File: src/rtl/rppf_pkg.sv
// ----------------------------------------------------------------------------
// rppf_pkg
// Types and constants shared by the RSSI proximity presence filter.
// ----------------------------------------------------------------------------
package rppf_pkg;

    localparam int unsigned TIME_W     = 40;
    localparam int unsigned CFG_IDX_W  = 3;
    localparam int unsigned CFG_DATA_W = 16;

    // configuration register indices
    localparam logic [CFG_IDX_W-1:0] REG_CONNECT_DBM   = 3'd0;
    localparam logic [CFG_IDX_W-1:0] REG_DEPARTURE_DBM = 3'd1;
    localparam logic [CFG_IDX_W-1:0] REG_ENTRY_SAMPLES = 3'd2;
    localparam logic [CFG_IDX_W-1:0] REG_TIMEOUT_MS    = 3'd3;
    localparam logic [CFG_IDX_W-1:0] REG_FRESHNESS_MS  = 3'd4;
    localparam logic [CFG_IDX_W-1:0] REG_WARNING_MS    = 3'd5;

    // item commands
    localparam logic CMD_SAMPLE = 1'b0;
    localparam logic CMD_QUERY  = 1'b1;

    localparam logic signed [7:0] RSSI_INVALID = 8'sd127;
    localparam logic [3:0]        ENTRY_MAX    = 4'd15;

    // register reset values
    localparam logic signed [7:0] RST_CONNECT_DBM   = -8'sd60;
    localparam logic signed [7:0] RST_DEPARTURE_DBM = -8'sd75;
    localparam logic [3:0]        RST_ENTRY_SAMPLES = 4'd3;
    localparam logic [15:0]       RST_TIMEOUT_MS    = 16'd10000;
    localparam logic [15:0]       RST_FRESHNESS_MS  = 16'd1500;
    localparam logic [15:0]       RST_WARNING_MS    = 16'd3000;

    typedef struct packed {
        logic              cmd;
        logic signed [7:0] rssi_dbm;
        logic [TIME_W-1:0] time_ms;
    } in_item_t;

    typedef struct packed {
        logic               is_near;
        logic               departure_grace;
        logic               departure_warning;
        logic               has_filtered;
        logic signed [15:0] filtered_dbm_q8;
    } out_item_t;

    typedef struct packed {
        logic signed [7:0] connect_dbm;
        logic signed [7:0] departure_dbm;
        logic [3:0]        entry_samples_needed;
        logic [15:0]       departure_timeout_ms;
        logic [15:0]       freshness_ms;
        logic [15:0]       warning_delay_ms;
    } cfg_t;

endpackage

File: src/rtl/rppf_core.sv
// ----------------------------------------------------------------------------
// rppf_core
// Presence state, EWMA update and status evaluation for one request.
// ----------------------------------------------------------------------------
module rppf_core import rppf_pkg::*; #(
    parameter int TIME_BITS = 40,
    parameter int FRAC_BITS = 8
) (
    input  logic      aclk,
    input  logic      aresetn,
    input  logic      step,
    input  in_item_t  item,
    input  cfg_t      cfg,
    output out_item_t result
);

    localparam int SUM_W = (((8 + FRAC_BITS) > 18) ? (8 + FRAC_BITS) : 18) + 1;
    localparam logic signed [SUM_W-1:0] Q_MAX = SUM_W'(32767);
    localparam logic signed [SUM_W-1:0] Q_MIN = SUM_W'(-32768);

    logic signed [15:0]    level_reg, level_next;
    logic                  fvalid_reg, fvalid_next;
    logic [3:0]            count_reg, count_next;
    logic                  near_reg, near_next;
    logic [TIME_BITS-1:0]  lqt_reg, lqt_next;
    logic [TIME_BITS-1:0]  lst_reg, lst_next;

    logic [TIME_BITS-1:0]  now, diff_q, diff_s, tmo, fresh, warn;
    logic                  lt_q, lt_s, near_old, is_sample, clr;
    logic                  eff_valid, eff_near;
    logic [3:0]            eff_count, cnt_inc;
    logic signed [SUM_W-1:0] rssi_q, lvl_x, sum, bias, quot, cand, lvl_new_x;
    logic signed [SUM_W-1:0] conn_q, dep_q;
    logic                  qual_upd;
    logic                  o_lt_q, o_lt_s, o_near, o_grace;
    logic [TIME_BITS-1:0]  o_dq, o_ds;

    always_comb begin
        now   = TIME_BITS'(item.time_ms);
        tmo   = TIME_BITS'(cfg.departure_timeout_ms);
        fresh = TIME_BITS'(cfg.freshness_ms);
        warn  = TIME_BITS'(cfg.warning_delay_ms);

        diff_q = now - lqt_reg;
        diff_s = now - lst_reg;
        lt_q   = now < lqt_reg;
        lt_s   = now < lst_reg;

        near_old  = near_reg && (lt_q || (diff_q < tmo));
        is_sample = (item.cmd == CMD_SAMPLE) && (item.rssi_dbm != RSSI_INVALID);
        // expired presence wipes everything before the sample is used
        clr       = is_sample && near_reg && !near_old;

        eff_valid = fvalid_reg && !clr;
        eff_near  = near_reg && !clr;
        eff_count = clr ? 4'd0 : count_reg;

        // EWMA: (rssi + 3*level) / 4, truncated toward zero; the first sample is taken as is
        rssi_q = SUM_W'(item.rssi_dbm) <<< FRAC_BITS;
        lvl_x  = SUM_W'(level_reg);
        sum    = rssi_q + lvl_x + (lvl_x <<< 1);
        bias   = {{(SUM_W-2){1'b0}}, {2{sum[SUM_W-1]}}};
        quot   = (sum + bias) >>> 2;
        cand   = eff_valid ? quot : rssi_q;

        conn_q = SUM_W'(cfg.connect_dbm) <<< FRAC_BITS;
        dep_q  = SUM_W'(cfg.departure_dbm) <<< FRAC_BITS;

        level_next  = level_reg;
        fvalid_next = fvalid_reg;
        count_next  = count_reg;
        near_next   = near_reg;
        lqt_next    = lqt_reg;
        lst_next    = lst_reg;
        qual_upd    = 1'b0;
        cnt_inc     = (eff_count == ENTRY_MAX) ? eff_count : eff_count + 4'd1;

        if (is_sample) begin
            if (cand > Q_MAX) begin
                level_next = 16'sh7FFF;
            end else if (cand < Q_MIN) begin
                level_next = -16'sh8000;
            end else begin
                level_next = cand[15:0];
            end
            fvalid_next = 1'b1;
            lst_next    = now;
            near_next   = eff_near;
            lqt_next    = clr ? '0 : lqt_reg;
            count_next  = eff_count;
            lvl_new_x   = SUM_W'(level_next);
            if (!eff_near) begin
                if (lvl_new_x >= conn_q) begin
                    count_next = cnt_inc;
                    if (cnt_inc >= cfg.entry_samples_needed) begin
                        near_next = 1'b1;
                        lqt_next  = now;
                        qual_upd  = 1'b1;
                    end
                end else begin
                    count_next = 4'd0;
                end
            end else if (lvl_new_x > dep_q && now > lqt_reg) begin
                lqt_next = now;
                qual_upd = 1'b1;
            end
        end else begin
            lvl_new_x = lvl_x;
        end

        // status against the updated state; a fresh timestamp means zero age
        o_lt_q = qual_upd ? 1'b0 : lt_q;
        o_dq   = qual_upd ? '0 : diff_q;
        o_lt_s = is_sample ? 1'b0 : lt_s;
        o_ds   = is_sample ? '0 : diff_s;

        o_near  = near_next && (o_lt_q || (o_dq < tmo));
        o_grace = o_near && fvalid_next && !o_lt_s &&
                  ((SUM_W'(level_next) <= dep_q) || (o_ds >= fresh));

        result.is_near           = o_near;
        result.departure_grace   = o_grace;
        result.departure_warning = o_grace && !o_lt_q && (o_dq >= warn);
        result.has_filtered      = fvalid_next;
        result.filtered_dbm_q8   = fvalid_next ? level_next : 16'sd0;
    end

    always_ff @(posedge aclk) begin
        if (!aresetn) begin
            level_reg  <= '0;
            fvalid_reg <= 1'b0;
            count_reg  <= '0;
            near_reg   <= 1'b0;
            lqt_reg    <= '0;
            lst_reg    <= '0;
        end else if (step) begin
            level_reg  <= level_next;
            fvalid_reg <= fvalid_next;
            count_reg  <= count_next;
            near_reg   <= near_next;
            lqt_reg    <= lqt_next;
            lst_reg    <= lst_next;
        end
    end

endmodule

File: src/rtl/rssi_proximity_presence_filter_unit.sv
// ----------------------------------------------------------------------------
// rssi_proximity_presence_filter_unit
// EWMA presence detector with entry hysteresis and departure timeout.
//
//  channel | direction | signals                           | payload
//  --------+-----------+-----------------------------------+------------
//  s_      | in        | s_valid, s_ready, s_data          | in_item_t
//  m_      | out       | m_valid, m_ready, m_data          | out_item_t
//  cfg_    | in        | cfg_valid, cfg_ready, cfg_index,  | 16-bit data
//          |           | cfg_data                          |
//
// One request per cycle sustained while m_ready stays high; an accepted
// request passes the input register, then the result register, where
// m_valid rises. The whole update lies between the registers.
// Reset clears presence state and loads register defaults; cfg_ready is
// always high. A stalled result holds; the input register takes one more
// request and s_ready then follows m_ready until the result leaves.
// ----------------------------------------------------------------------------
module rssi_proximity_presence_filter_unit import rppf_pkg::*; #(
    parameter int TIME_BITS = 40,
    parameter int FRAC_BITS = 8
) (
    input  logic                  aclk,
    input  logic                  aresetn,
    input  logic                  s_valid,
    output logic                  s_ready,
    input  in_item_t              s_data,
    output logic                  m_valid,
    input  logic                  m_ready,
    output out_item_t             m_data,
    input  logic                  cfg_valid,
    output logic                  cfg_ready,
    input  logic [CFG_IDX_W-1:0]  cfg_index,
    input  logic [CFG_DATA_W-1:0] cfg_data
);

    cfg_t      cfg_reg;
    in_item_t  in_data_reg;
    logic      in_valid_reg;
    out_item_t m_data_reg;
    logic      m_valid_reg;
    out_item_t result;
    logic      advance;

    assign advance   = in_valid_reg && (!m_valid_reg || m_ready);
    assign s_ready   = !in_valid_reg || advance;
    assign cfg_ready = 1'b1;
    assign m_valid   = m_valid_reg;
    assign m_data    = m_data_reg;

    always_ff @(posedge aclk) begin
        if (!aresetn) begin
            cfg_reg.connect_dbm          <= RST_CONNECT_DBM;
            cfg_reg.departure_dbm        <= RST_DEPARTURE_DBM;
            cfg_reg.entry_samples_needed <= RST_ENTRY_SAMPLES;
            cfg_reg.departure_timeout_ms <= RST_TIMEOUT_MS;
            cfg_reg.freshness_ms         <= RST_FRESHNESS_MS;
            cfg_reg.warning_delay_ms     <= RST_WARNING_MS;
        end else if (cfg_valid) begin
            unique case (cfg_index)
                REG_CONNECT_DBM:   cfg_reg.connect_dbm          <= cfg_data[7:0];
                REG_DEPARTURE_DBM: cfg_reg.departure_dbm        <= cfg_data[7:0];
                REG_ENTRY_SAMPLES: cfg_reg.entry_samples_needed <= cfg_data[3:0];
                REG_TIMEOUT_MS:    cfg_reg.departure_timeout_ms <= cfg_data;
                REG_FRESHNESS_MS:  cfg_reg.freshness_ms         <= cfg_data;
                REG_WARNING_MS:    cfg_reg.warning_delay_ms     <= cfg_data;
                default: ;
            endcase
        end
    end

    always_ff @(posedge aclk) begin
        if (!aresetn) begin
            in_valid_reg <= 1'b0;
            m_valid_reg  <= 1'b0;
        end else begin
            if (s_ready) begin
                in_valid_reg <= s_valid;
            end
            if (advance) begin
                m_valid_reg <= 1'b1;
            end else if (m_ready) begin
                m_valid_reg <= 1'b0;
            end
        end
    end

    always_ff @(posedge aclk) begin
        if (s_valid && s_ready) begin
            in_data_reg <= s_data;
        end
        if (advance) begin
            m_data_reg <= result;
        end
    end

    rppf_core #(
        .TIME_BITS (TIME_BITS),
        .FRAC_BITS (FRAC_BITS)
    ) u_core (
        .aclk    (aclk),
        .aresetn (aresetn),
        .step    (advance),
        .item    (in_data_reg),
        .cfg     (cfg_reg),
        .result  (result)
    );

endmodule

File: config.mk
export PLATFORM = sky130hd
export DESIGN_NAME = rssi_proximity_presence_filter_unit
export DESIGN_NICKNAME = d
export VERILOG_FILES = /design/src/rtl/rppf_pkg.sv /design/src/rtl/rppf_core.sv /design/src/rtl/rssi_proximity_presence_filter_unit.sv
export SDC_FILE = /design/constraint.sdc
export NUM_CORES = 1
export LEC_CHECK = 0
export BUFFER_PORTS_ARGS = -buffer_cell sky130_fd_sc_hd__buf_4
export CAP_MARGIN = 20
export CORE_MARGIN = 2
export CORE_UTILIZATION = 32
export DETAILED_ROUTE_END_ITERATION = 12
export GPL_TIMING_DRIVEN = 0
export PLACE_DENSITY_LB_ADDON = 0.2
export RECOVER_POWER = 100
export SYNTH_ARGS = -nofsm -noshare
export SYNTH_HDL_FRONTEND = slang
export SYNTH_SLANG_ARGS = --single-unit
File: constraint.sdc
create_clock -name aclk -period 8.25 [get_ports aclk]
set_input_delay 0.4125 -clock aclk [delete_from_list [all_inputs] [get_ports aclk]]
set_output_delay 0.4125 -clock aclk [all_outputs]
set_load 0.01 [all_outputs]
* Yosys cells after proc, flatten, opt, wreduce, memory -nomap -nowiden
Cells that the tools add are included.
** Storage, ports and cells
- Register bits after elaboration :: 241
- Input port bits :: 73
- Output and inout port bits :: 23
** Cells by class
- Add/sub/neg operators :: 6
- Order comparisons :: 13
- Equal/unequal tests :: 7
- Mux-type cells :: 28
- Bitwise operators :: 1
- Reductions and logical operators :: 35
** Operators by type and width (count)
- $mux W40 :: 7
- $ge A40 B16 Y1 :: 2
- $lt A40 B16 Y1 :: 2
- $lt A40 B40 Y1 :: 2
- $sub A40 B40 Y40 :: 2
- $mux W16 :: 4
- $gt A40 B40 Y1 :: 1
- $add A19 B3 Y19 :: 1
- $gt A19 B16 Y1 const B :: 1
- $lt A19 B16 Y1 const B :: 1
- $mux W19 :: 1
- $add A17 B17 Y18 :: 1
- $add A16 B16 Y17 :: 1
- $ge A16 B16 Y1 :: 1
- $gt A16 B16 Y1 :: 1
- $le A16 B16 Y1 :: 1
- $mux W4 :: 4
- $logic_and A1 B1 Y1 :: 15
- $reduce_and A2 Y1 :: 7
- $mux W1 :: 12
- $ne A8 B8 Y1 const B :: 1
- $eq A3 B2 Y1 const B :: 2
- $eq A3 B3 Y1 const B :: 2
- $logic_not A1 Y1 :: 6
- 8 further kinds :: 12

* Longest topological paths before layout
Gate-level depths: netlist of run 1.
- Depth in word-level cells :: 27
- Depth in mapped cells :: 53

* By module
Synthesis of run 1 repeated with hierarchy kept, for this count alone.
** Unflattened totals
- Cell total of the unflattened synthesis :: 2241
- Area, all modules :: 18691.7 µm²
** Modules (own cells, without submodules)
- rppf_core :: times used 1, cells each 1901, area an instance 13840.8 µm²
- rssi_proximity_presence_filter_unit :: times used 1, cells each 340, area an instance 4850.9 µm²

* Worst setup path after synthesis of run 1
Ideal clock, no wire load.
- Path kind :: register -> register
- Start point :: register in_data_reg[42] (netlist bit)
- End point :: register m_data_reg, in the netlist m_data[17] (data pin)
- Library setup time :: 150 ps
- Arrival :: 8563 ps
- Data required time :: 8100 ps
- Slack :: -463 ps
- Stages on the path, launching flop included :: 51
- Path buffers :: 3
- Period minus slack after synthesis :: 8713 ps
- Cell sequence :: edfxtp_1 fa_1 ha_1 buf_2 a211oi_1 o21ai_0 a21oi_1 o21ai_0 xnor2_1 inv_1 ha_1 nand3_1 mux2i_1 o211a_1 nand3_1 nor2_1 nand3_1 clkbuf_1 [15 not listed] nor2_2 clkbuf_1 or2_2 ha_1 nand2b_1 a21oi_1 o21ai_0 a211oi_1 nor2_1 o21ai_0 nand2b_1 a21oi_1 maj3_1 maj3_1 or2_2 a21oi_1 o22ai_1 nor3_2
** RTL lines
- from (decl) :: RTL line rssi_proximity_presence_filter_unit.sv:38 : in_item_t in_data_reg;
- from (signal assigned) :: RTL line rssi_proximity_presence_filter_unit.sv:90 : in_data_reg <= s_data;
- to (signal assigned) :: RTL line rssi_proximity_presence_filter_unit.sv:93 : m_data_reg <= result;
- to (decl) :: RTL line rssi_proximity_presence_filter_unit.sv:40 : out_item_t m_data_reg;

==> results of run 1 <==
[cell usage in the layout, fill, tap and decap left out, drive strengths merged, types with 20 or more instances in the layout]
master       count
dfxtp          172
xor2            22
and3            20
a21oi          126
and2            37
inv            197
dlygate4sd3     47
xnor2           42
o21a            22
buf            119
edfxtp          69
clkbuf         177
ha             190
a21o            31
o211ai          50
nor2           133
nor2b           87
nand2b          25
a21boi          85
nand3           67
nand2          342
nor3            35
o21ai          142
a22oi           45
nand4           35
[cells by family after synthesis]
group / Yosys count / synth area share [%]
AO/OA/AOI/OAI: 629 / 23.1
adder cells (fa/ha/maj): 204 / 14.3
flip-flops: 241 / 30.0
AND/OR/NAND/NOR: 843 / 22.1
buffers and inverters: 286 / 6.05
multiplexers: 25 / 1.41
XOR/XNOR: 64 / 3.05
other: 1 / 0.0204
[worst min-delay path, stage by stage]
cell and delay [ns]:
sky130_fd_sc_hd__buf_4 0.08, sky130_fd_sc_hd__a21oi_1 0.03, sky130_fd_sc_hd__nor2b_1 0.08
[worst min path at each step]
stage / start / endpoint / slack [ns] / depth (start not counted)
after CTS: s_data[48] / in_data_reg[48] / 0.002 / 1
after global placement: u_core.lst_reg[7] / u_core.lst_reg[7] / 0.45 / 2
final: s_valid / in_valid_reg / 0.03 / 3
after global routing: s_valid / in_valid_reg / 0.03 / 3
after floorplan: cfg_reg[55] / cfg_reg[55] / 0.44 / 2
after detailed placement: u_core.lst_reg[23] / u_core.lst_reg[23] / 0.46 / 2
[final cells by class]
class                      count  area, um2  share of cell area [%]
sequential                   241       5520                    24.0
tap                          756        946                    4.12
multi-input combinational   1766      12700                    55.1
clock buffer                  43        883                    3.85
timing repair buffer         213       1640                    7.15
buffer                        87        422                    1.84
clock inverter                15        170                   0.741
antenna                        1       2.50                  0.0109
inverter                     195        732                    3.19
[power breakdown]
part           switching (mW)  leakage (nW)  internal, mW
clock network           0.553         0.503         0.841
registers              0.0358          2.07          1.26
logic                   0.510          6.21         0.374
total                    1.10          8.78          2.48
[per-layer routing]
layer	global-route usage [%]	part of all wire, %	vias to the layer above
met5	0	0.022	-
met4	6.53	3.1	2
met3	2.38	5.0	110
met2	33.1	47	416
met1	25.6	45	8292
li1	-	-	8627
[per-stage QoR]
stage / hold WS, ns / setup WS [ns]
floorplan: 0.443 / 0.000316
global placement: 0.452 / -1.63
global route: 0.0339 / -0.612
CTS: 0.00241 / -0.170
detailed placement: 0.457 / -1.70
finish: 0.0347 / -0.216
[what timing repair did]
item | in CTS | in global routing
hold endpoints to repair | 47 | 0
buffers inserted | 60 | 10
gates resized for setup | 145 | 53
cloned | 0 | 0
setup endpoints to repair | 3 | 3
pin swaps | 70 | 33
hold buffers | 47 | 0
==> Implementation_results.wiki, run 1 <==
{| class="wikitable"
! Metric !! Value
|-
| Result of the run || finished, violations left
|-
| Failing checks || max-capacitance violations, max-slew violations, negative setup slack
|-
| Final critical path time including I/O delays and setup || roughly 8.5 ns
|-
| Placeable core area || ~57000 um2
|-
| Area overhead of the layout relative to synthesis || 25.0%
|-
| Setup clock skew after layout || 0.0338 ns
|-
| Number of pins with negative max-slew slack in the final report || 52
|-
| Async set-or-reset flop fraction in the synthesized netlist || 0%
|-
| Root Buffer || sky130_fd_sc_hd__clkbuf_16
|-
| Max stage delay cell, worst path || sky130_fd_sc_hd__edfxtp_1
|-
| TritonCTS clock tree || done
|-
| Starting utilization of the core area || around a third
|-
| Synthesized flop and latch total || between 200 and 250
|-
| Ys flop type || sky130_fd_sc_hd__dfxtp_1
|-
| Minimum setup slack among reg-to-reg paths || -0.22 ns
|-
| Worst-case clock buffer depth || 3
|-
| Arrival time reported for the critical path endpoint || slightly below 9 ns
|-
| Type of element capturing the critical path || flip-flop
|-
| Vias in the first global route || roughly 17000
|-
| Final routed wire length divided by cell count || roughly 18 um
|-
| Detailed-route DRC error count || 0
|-
| First drt pass iteration count || 6
|-
| Global router's overall resource usage || about a fifth
|-
| Total vias in the final route || 17400
|-
| CTS clock-pin slew for the worst setup and hold paths || roughly 0.06 ns
|-
| Synthesized Nets || around 2600
|-
| Final cell count without fillers || about 3300
|-
| Ports || 96
|-
| Num CTS Buffers || 31
|-
| Synthesized netlist cell count || roughly 2300
|-
| WP data required || approximately 8.7 ns
|-
| Distinct cell type count after synthesis || 91
|-
| Detailed Route WL || 60000 um
|-
| Leading cell types by total area after synthesis || sky130_fd_sc_hd__dfxtp_1 (19%), sky130_fd_sc_hd__ha_1 (13%), sky130_fd_sc_hd__edfxtp_1 (11%), sky130_fd_sc_hd__nand2_1 (7.0%), sky130_fd_sc_hd__inv_1 (4.0%)
|-
| Rel. slew slack || -22.2%
|-
| Antenna Nets Post-Route || 0
|-
| Routed vias/inst || approximately 5.3
|-
| TritonCTS Sinks || 241
|-
| Buffers added on ports || 93
|-
| Sequential element share of the synthesized area || between 30 and 40%
|-
| Reg-to-Reg End || m_data[17]
|-
| Net total in the final layout || around 2800
|-
| Chip Height || around 240 um
|-
| Kind of start point of the critical path || flip-flop
|-
| Fraction of final layout cells with drive strength greater than 1 || between 10% and 20%
|-
| Power per standard cell area || ~160 nW/um2
|-
| Deepest level of the CTS H-tree || 1
|-
| Crit path max-delay family || compound AO/OA/AOI/OAI gates
|-
| Setup total negative slack || -0.216 ns
|-
| Post-route cell area || 23000 um2
|-
| Worst Hold Class || input port to flip-flop
|-
| Worst Setup Path Type || flip-flop to flip-flop
|-
| Fraction of the core area covered by cells at the end of the flow || about two fifths
|-
| Share of the cycle needed by the critical path after routing || 103%
|-
| Synth warnings || 0
|-
| Transition at the pin with the smallest max-transition slack || approximately 1.8 ns
|-
| Static leakage power || between 8 and 9 nW
|-
| # placed instances || roughly 3100
|-
| Leftover overflow at the end of global routing || 0
|-
| Pin count of the biggest net entering global routing || 29
|-
| Number of standard-cell rows in the floorplan || 87
|-
| Overall power || 3.57 mW
|-
| Most instantiated cells after synthesis || sky130_fd_sc_hd__nand2_1 (342), sky130_fd_sc_hd__inv_1 (195), sky130_fd_sc_hd__ha_1 (190)
|-
| HPWL after DPL || about 47000 um
|-
| Antenna violations before repair || 2
|-
| Delay of the slowest critical-path stage || roughly 0.49 ns
|-
| Highest achievable clock rate || 118 MHz
|-
| Die width || between 200 and 250 um
|-
| Final critical-path setup slack || -0.216 ns
|-
| Count of max-cap constraint violations || 2
|-
| Largest area contributor in the synthesized netlist || sky130_fd_sc_hd__dfxtp_1
|-
| Number of enable-type register cells in the synthesized netlist || slightly below 70
|-
| Worst flop-to-flop path startpoint || in_data_reg[7]
|-
| Reg2Reg Depth || slightly above 50
|-
| Capture point of the worst path || m_data[17]
|-
| First-pass GRT wire length || about 92000 um
|-
| Share of the synthesized area in the top cell type || a little under a fifth
|-
| Dominant cell by count in the synthesized netlist || sky130_fd_sc_hd__nand2_1
|-
| Final Wtd Congestion || 0.899
|-
| IR Drop Worst-Case VDD || approximately 0.00017 V
|-
| Final hold violations || 0
|-
| Cell Area, Synth || roughly 18000 um2
|-
| Number of fillers in the final layout || between 5000 and 6000
|-
| Max Fanout on Critical Path || 8
|-
| Max FFs per register || between 60 and 70
|-
| Stages on worst setup path || 51
|-
| Average size of a mapped cell || 8.01 um2
|-
| Critical path buffers and inverters || 3
|-
| Full die area || between 50000 and 60000 um2
|-
| Total cell area at the placement stage || approximately 20000 um2
|-
| First DRT Iteration DRCs || about 1100
|-
| Source-to-sink clock delay at the later pin of the worst-skew pair || approximately 0.62 ns
|-
| Setup repair after global routing missed its margin || yes
|-
| Source of the critical timing path || in_data_reg[7]
|-
| Setup-failing EPs final || 1
|}
Note: power is estimated with default switching activity, not from simulation.
==> run 2, diff against run 1 <==
- SETUP_SLACK_MARGIN: not set -> 0.4
==> run 2 against run 1 <==
Compared with the run above:
- the run still ends with max-capacitance violations, max-slew violations, negative setup slack left
- non-clock buffer count grew 4
- routed wire length grew 0.56%
- clock-buffer cell count increased by 5
- sequential share of layout area is essentially flat
- global-route usage increased by 0.33 points
- total power fell by 2.1%
- via count shrank 0.46%
- combinational power about the same
- die area stayed put
- cell count about the same
==> Implementation_results.wiki, run 2 (same netlist as run 1, synthesis figures left out) <==
{| class="wikitable"
! Metric !! Value
|-
| Most used cells in the layout excluding fill and tap cells || sky130_fd_sc_hd__nand2_1 (338), sky130_fd_sc_hd__inv_1 (188), sky130_fd_sc_hd__dfxtp_1 (169) (was sky130_fd_sc_hd__nand2_1 (339), sky130_fd_sc_hd__inv_1 (189), sky130_fd_sc_hd__dfxtp_1 (169))
|-
| Detailed-route DRC error count || 0 (unchanged)
|-
| Transition at the pin with the smallest max-transition slack || 3.86 ns (was 1.83 ns)
|-
| Max stage delay cell, worst path || sky130_fd_sc_hd__edfxtp_1 (unchanged)
|-
| Worst-case clock buffer depth || 3 (unchanged)
|-
| Num CTS Buffers || 31 (unchanged)
|-
| Final routed wire length divided by cell count || 18.2 um (was 18.1 um)
|-
| Highest achievable clock rate || 118 MHz (about the same)
|-
| Final critical path time including I/O delays and setup || 8.47 ns (about the same)
|-
| Setup clock skew after layout || 0.0191 ns (was 0.0338 ns)
|-
| Max FFs per register || 68 (unchanged)
|-
| Final hold violations || 0 (unchanged)
|-
| Chip Height || 244 um (unchanged)
|-
| First drt pass iteration count || 6 (unchanged)
|-
| Overall power || 3.50 mW (was 3.57 mW)
|-
| Number of standard-cell rows in the floorplan || 87 (unchanged)
|-
| Worst Setup Path Type || flip-flop to flip-flop (unchanged)
|-
| Delay of the slowest critical-path stage || 0.49 ns (about the same)
|-
| Worst Hold Class || input port to flip-flop (unchanged)
|-
| Max Fanout on Critical Path || 8 (unchanged)
|-
| Static leakage power || 8.80 nW (was 8.78 nW)
|-
| TritonCTS clock tree || done (unchanged)
|-
| Setup repair after global routing missed its margin || yes (unchanged)
|-
| Type of element capturing the critical path || flip-flop (unchanged)
|-
| Antenna Nets Post-Route || 0 (unchanged)
|-
| Final Wtd Congestion || 0.901 (was 0.899)
|-
| Buffers added on ports || 93 (unchanged)
|-
| Kind of start point of the critical path || flip-flop (unchanged)
|-
| Die width || 244 um (unchanged)
|-
| First DRT Iteration DRCs || 1097 (was 1125)
|-
| CTS clock-pin slew for the worst setup and hold paths || 0.06 ns (about the same)
|-
| Count of max-cap constraint violations || 1 (was 2)
|-
| TritonCTS Sinks || 241 (unchanged)
|-
| Placeable core area || 56600 um2 (unchanged)
|-
| WP data required || 8.68 ns (was 8.70 ns)
|-
| HPWL after DPL || 47000 um (was 46700 um)
|-
| Setup total negative slack || -0.223 ns (was -0.216 ns)
|-
| Source-to-sink clock delay at the later pin of the worst-skew pair || 0.59 ns (was 0.62 ns)
|-
| IR Drop Worst-Case VDD || 0.000164 V (was 0.000172 V)
|-
| Ports || 96 (unchanged)
|-
| Detailed Route WL || 60300 um (was 60000 um)
|-
| First-pass GRT wire length || 94300 um (was 92400 um)
|-
| Fraction of final layout cells with drive strength greater than 1 || 16.1% (was 15.5%)
|-
| Net total in the final layout || 2813 (was 2809)
|-
| Root Buffer || sky130_fd_sc_hd__clkbuf_16 (unchanged)
|-
| Cell seen most often among critical-path stages || sky130_fd_sc_hd__o21ai_1
|-
| Rel. slew slack || -157% (was -22.2%)
|-
| Number of pins with negative max-slew slack in the final report || 50 (was 52)
|-
| Final critical-path setup slack || -0.223 ns (was -0.216 ns)
|-
| Routed vias/inst || 5.23 (was 5.26)
|-
| Result of the run || finished, violations left (unchanged)
|-
| Vias in the first global route || 16900 (was 16500)
|-
| Pin count of the biggest net entering global routing || 50 (was 29)
|-
| Full die area || 59300 um2 (unchanged)
|-
| Global router's overall resource usage || 19.9% (was 19.5%)
|-
| Ant. Diodes || 0 (was 1)
|-
| Arrival time reported for the critical path endpoint || 8.90 ns (was 8.92 ns)
|-
| Share of the cycle needed by the critical path after routing || 103% (about the same)
|-
| Failing checks || max-capacitance violations, max-slew violations, negative setup slack (unchanged)
|-
| Power per standard cell area || 153 nW/um2 (was 156 nW/um2)
|-
| Setup-failing EPs final || 1 (unchanged)
|-
| Area overhead of the layout relative to synthesis || 24.9% (was 25.0%)
|-
| Total vias in the final route || 17400 (about the same)
|-
| Antenna violations before repair || 0 (was 2)
|-
| Starting utilization of the core area || 32.5% (unchanged)
|-
| Leftover overflow at the end of global routing || 0 (unchanged)
|-
| Post-route worst hold slack || 0.0660 ns (was 0.0347 ns)
|-
| Most frequent standard cell in the layout excluding fill and tap cells || sky130_fd_sc_hd__nand2_1 (unchanged)
|-
| Deepest level of the CTS H-tree || 1 (unchanged)
|}
-- run 2: metrics by stage --
step	util, %	area, um2	cells	setup slack, ns
after CTS	40.0	22600	3300	-0.269
after global routing	40.5	22900	3319	-0.667
after floorplan	-	18600	2293	0.355
after detailed placement	35.9	20300	3144	-1.18
final	40.5	22900	3319	-0.223
after global placement	35.8	20300	3142	-1.14
-- run 2: area by class of cell --
class / instances / area (um2)
buffer: 91 / 445
clock buffer: 48 / 921
clock inverter: 9 / 70.1
fill: 5817 / 33700
inverter: 195 / 732
multi-input combinational: 1766 / 12700
sequential: 241 / 5520
tap: 756 / 946
timing repair buffer: 213 / 1650
-- run 2: final timing paths --
path	to	start	cells past startpoint	slack, ns
worst max register to register	m_data[17]	in_data_reg[1]	47	-0.22
worst min register to register	u_core.lst_reg[2]	u_core.lst_reg[2]	2	0.46
worst min-delay path	in_valid_reg	s_valid	3	0.07
worst max-delay path	m_data[17]	in_data_reg[1]	47	-0.22
-- run 2: what timing repair did --
item	4_1_cts	5_1_grt
hold buffers	49	0
resized for setup	104	67
pin swaps	58	41
setup buffers	50	19
hold endpoints to repair	49	0
setup endpoints to repair	3	3
-- run 2: where the power goes --
| group | total [mW] | switching [mW] | internal (mW) |
|---|---|---|---|
| logic | 0.887 | 0.511 | 0.375 |
| registers | 1.30 | 0.0368 | 1.26 |
| clock network | 1.31 | 0.547 | 0.767 |
-- run 2: routing by layer --
| metal | vias up | part of all wire [%] | track usage, % |
|---|---|---|---|
| met5 | - | 0 | 0 |
| met4 | 0 | 1.8 | 4.20 |
| met3 | 60 | 4.7 | 2.53 |
| met2 | 391 | 48 | 34.5 |
| met1 | 8276 | 45 | 26.2 |
| li1 | 8640 | - | - |
-- run 2: critical path: cells and delay by family, from the launching register on --
| family | cells | cell delay [ns] |
|---|---|---|
| AOI/OAI and AO/OA | 23 | 3.33 |
| and+or+nand+nor | 13 | 2.05 |
| adders and majority gates | 6 | 1.65 |
| buffers and inverters | 4 | 0.56 |
| DFF | 1 | 0.49 |
| xor gates and xnor gates | 1 | 0.23 |
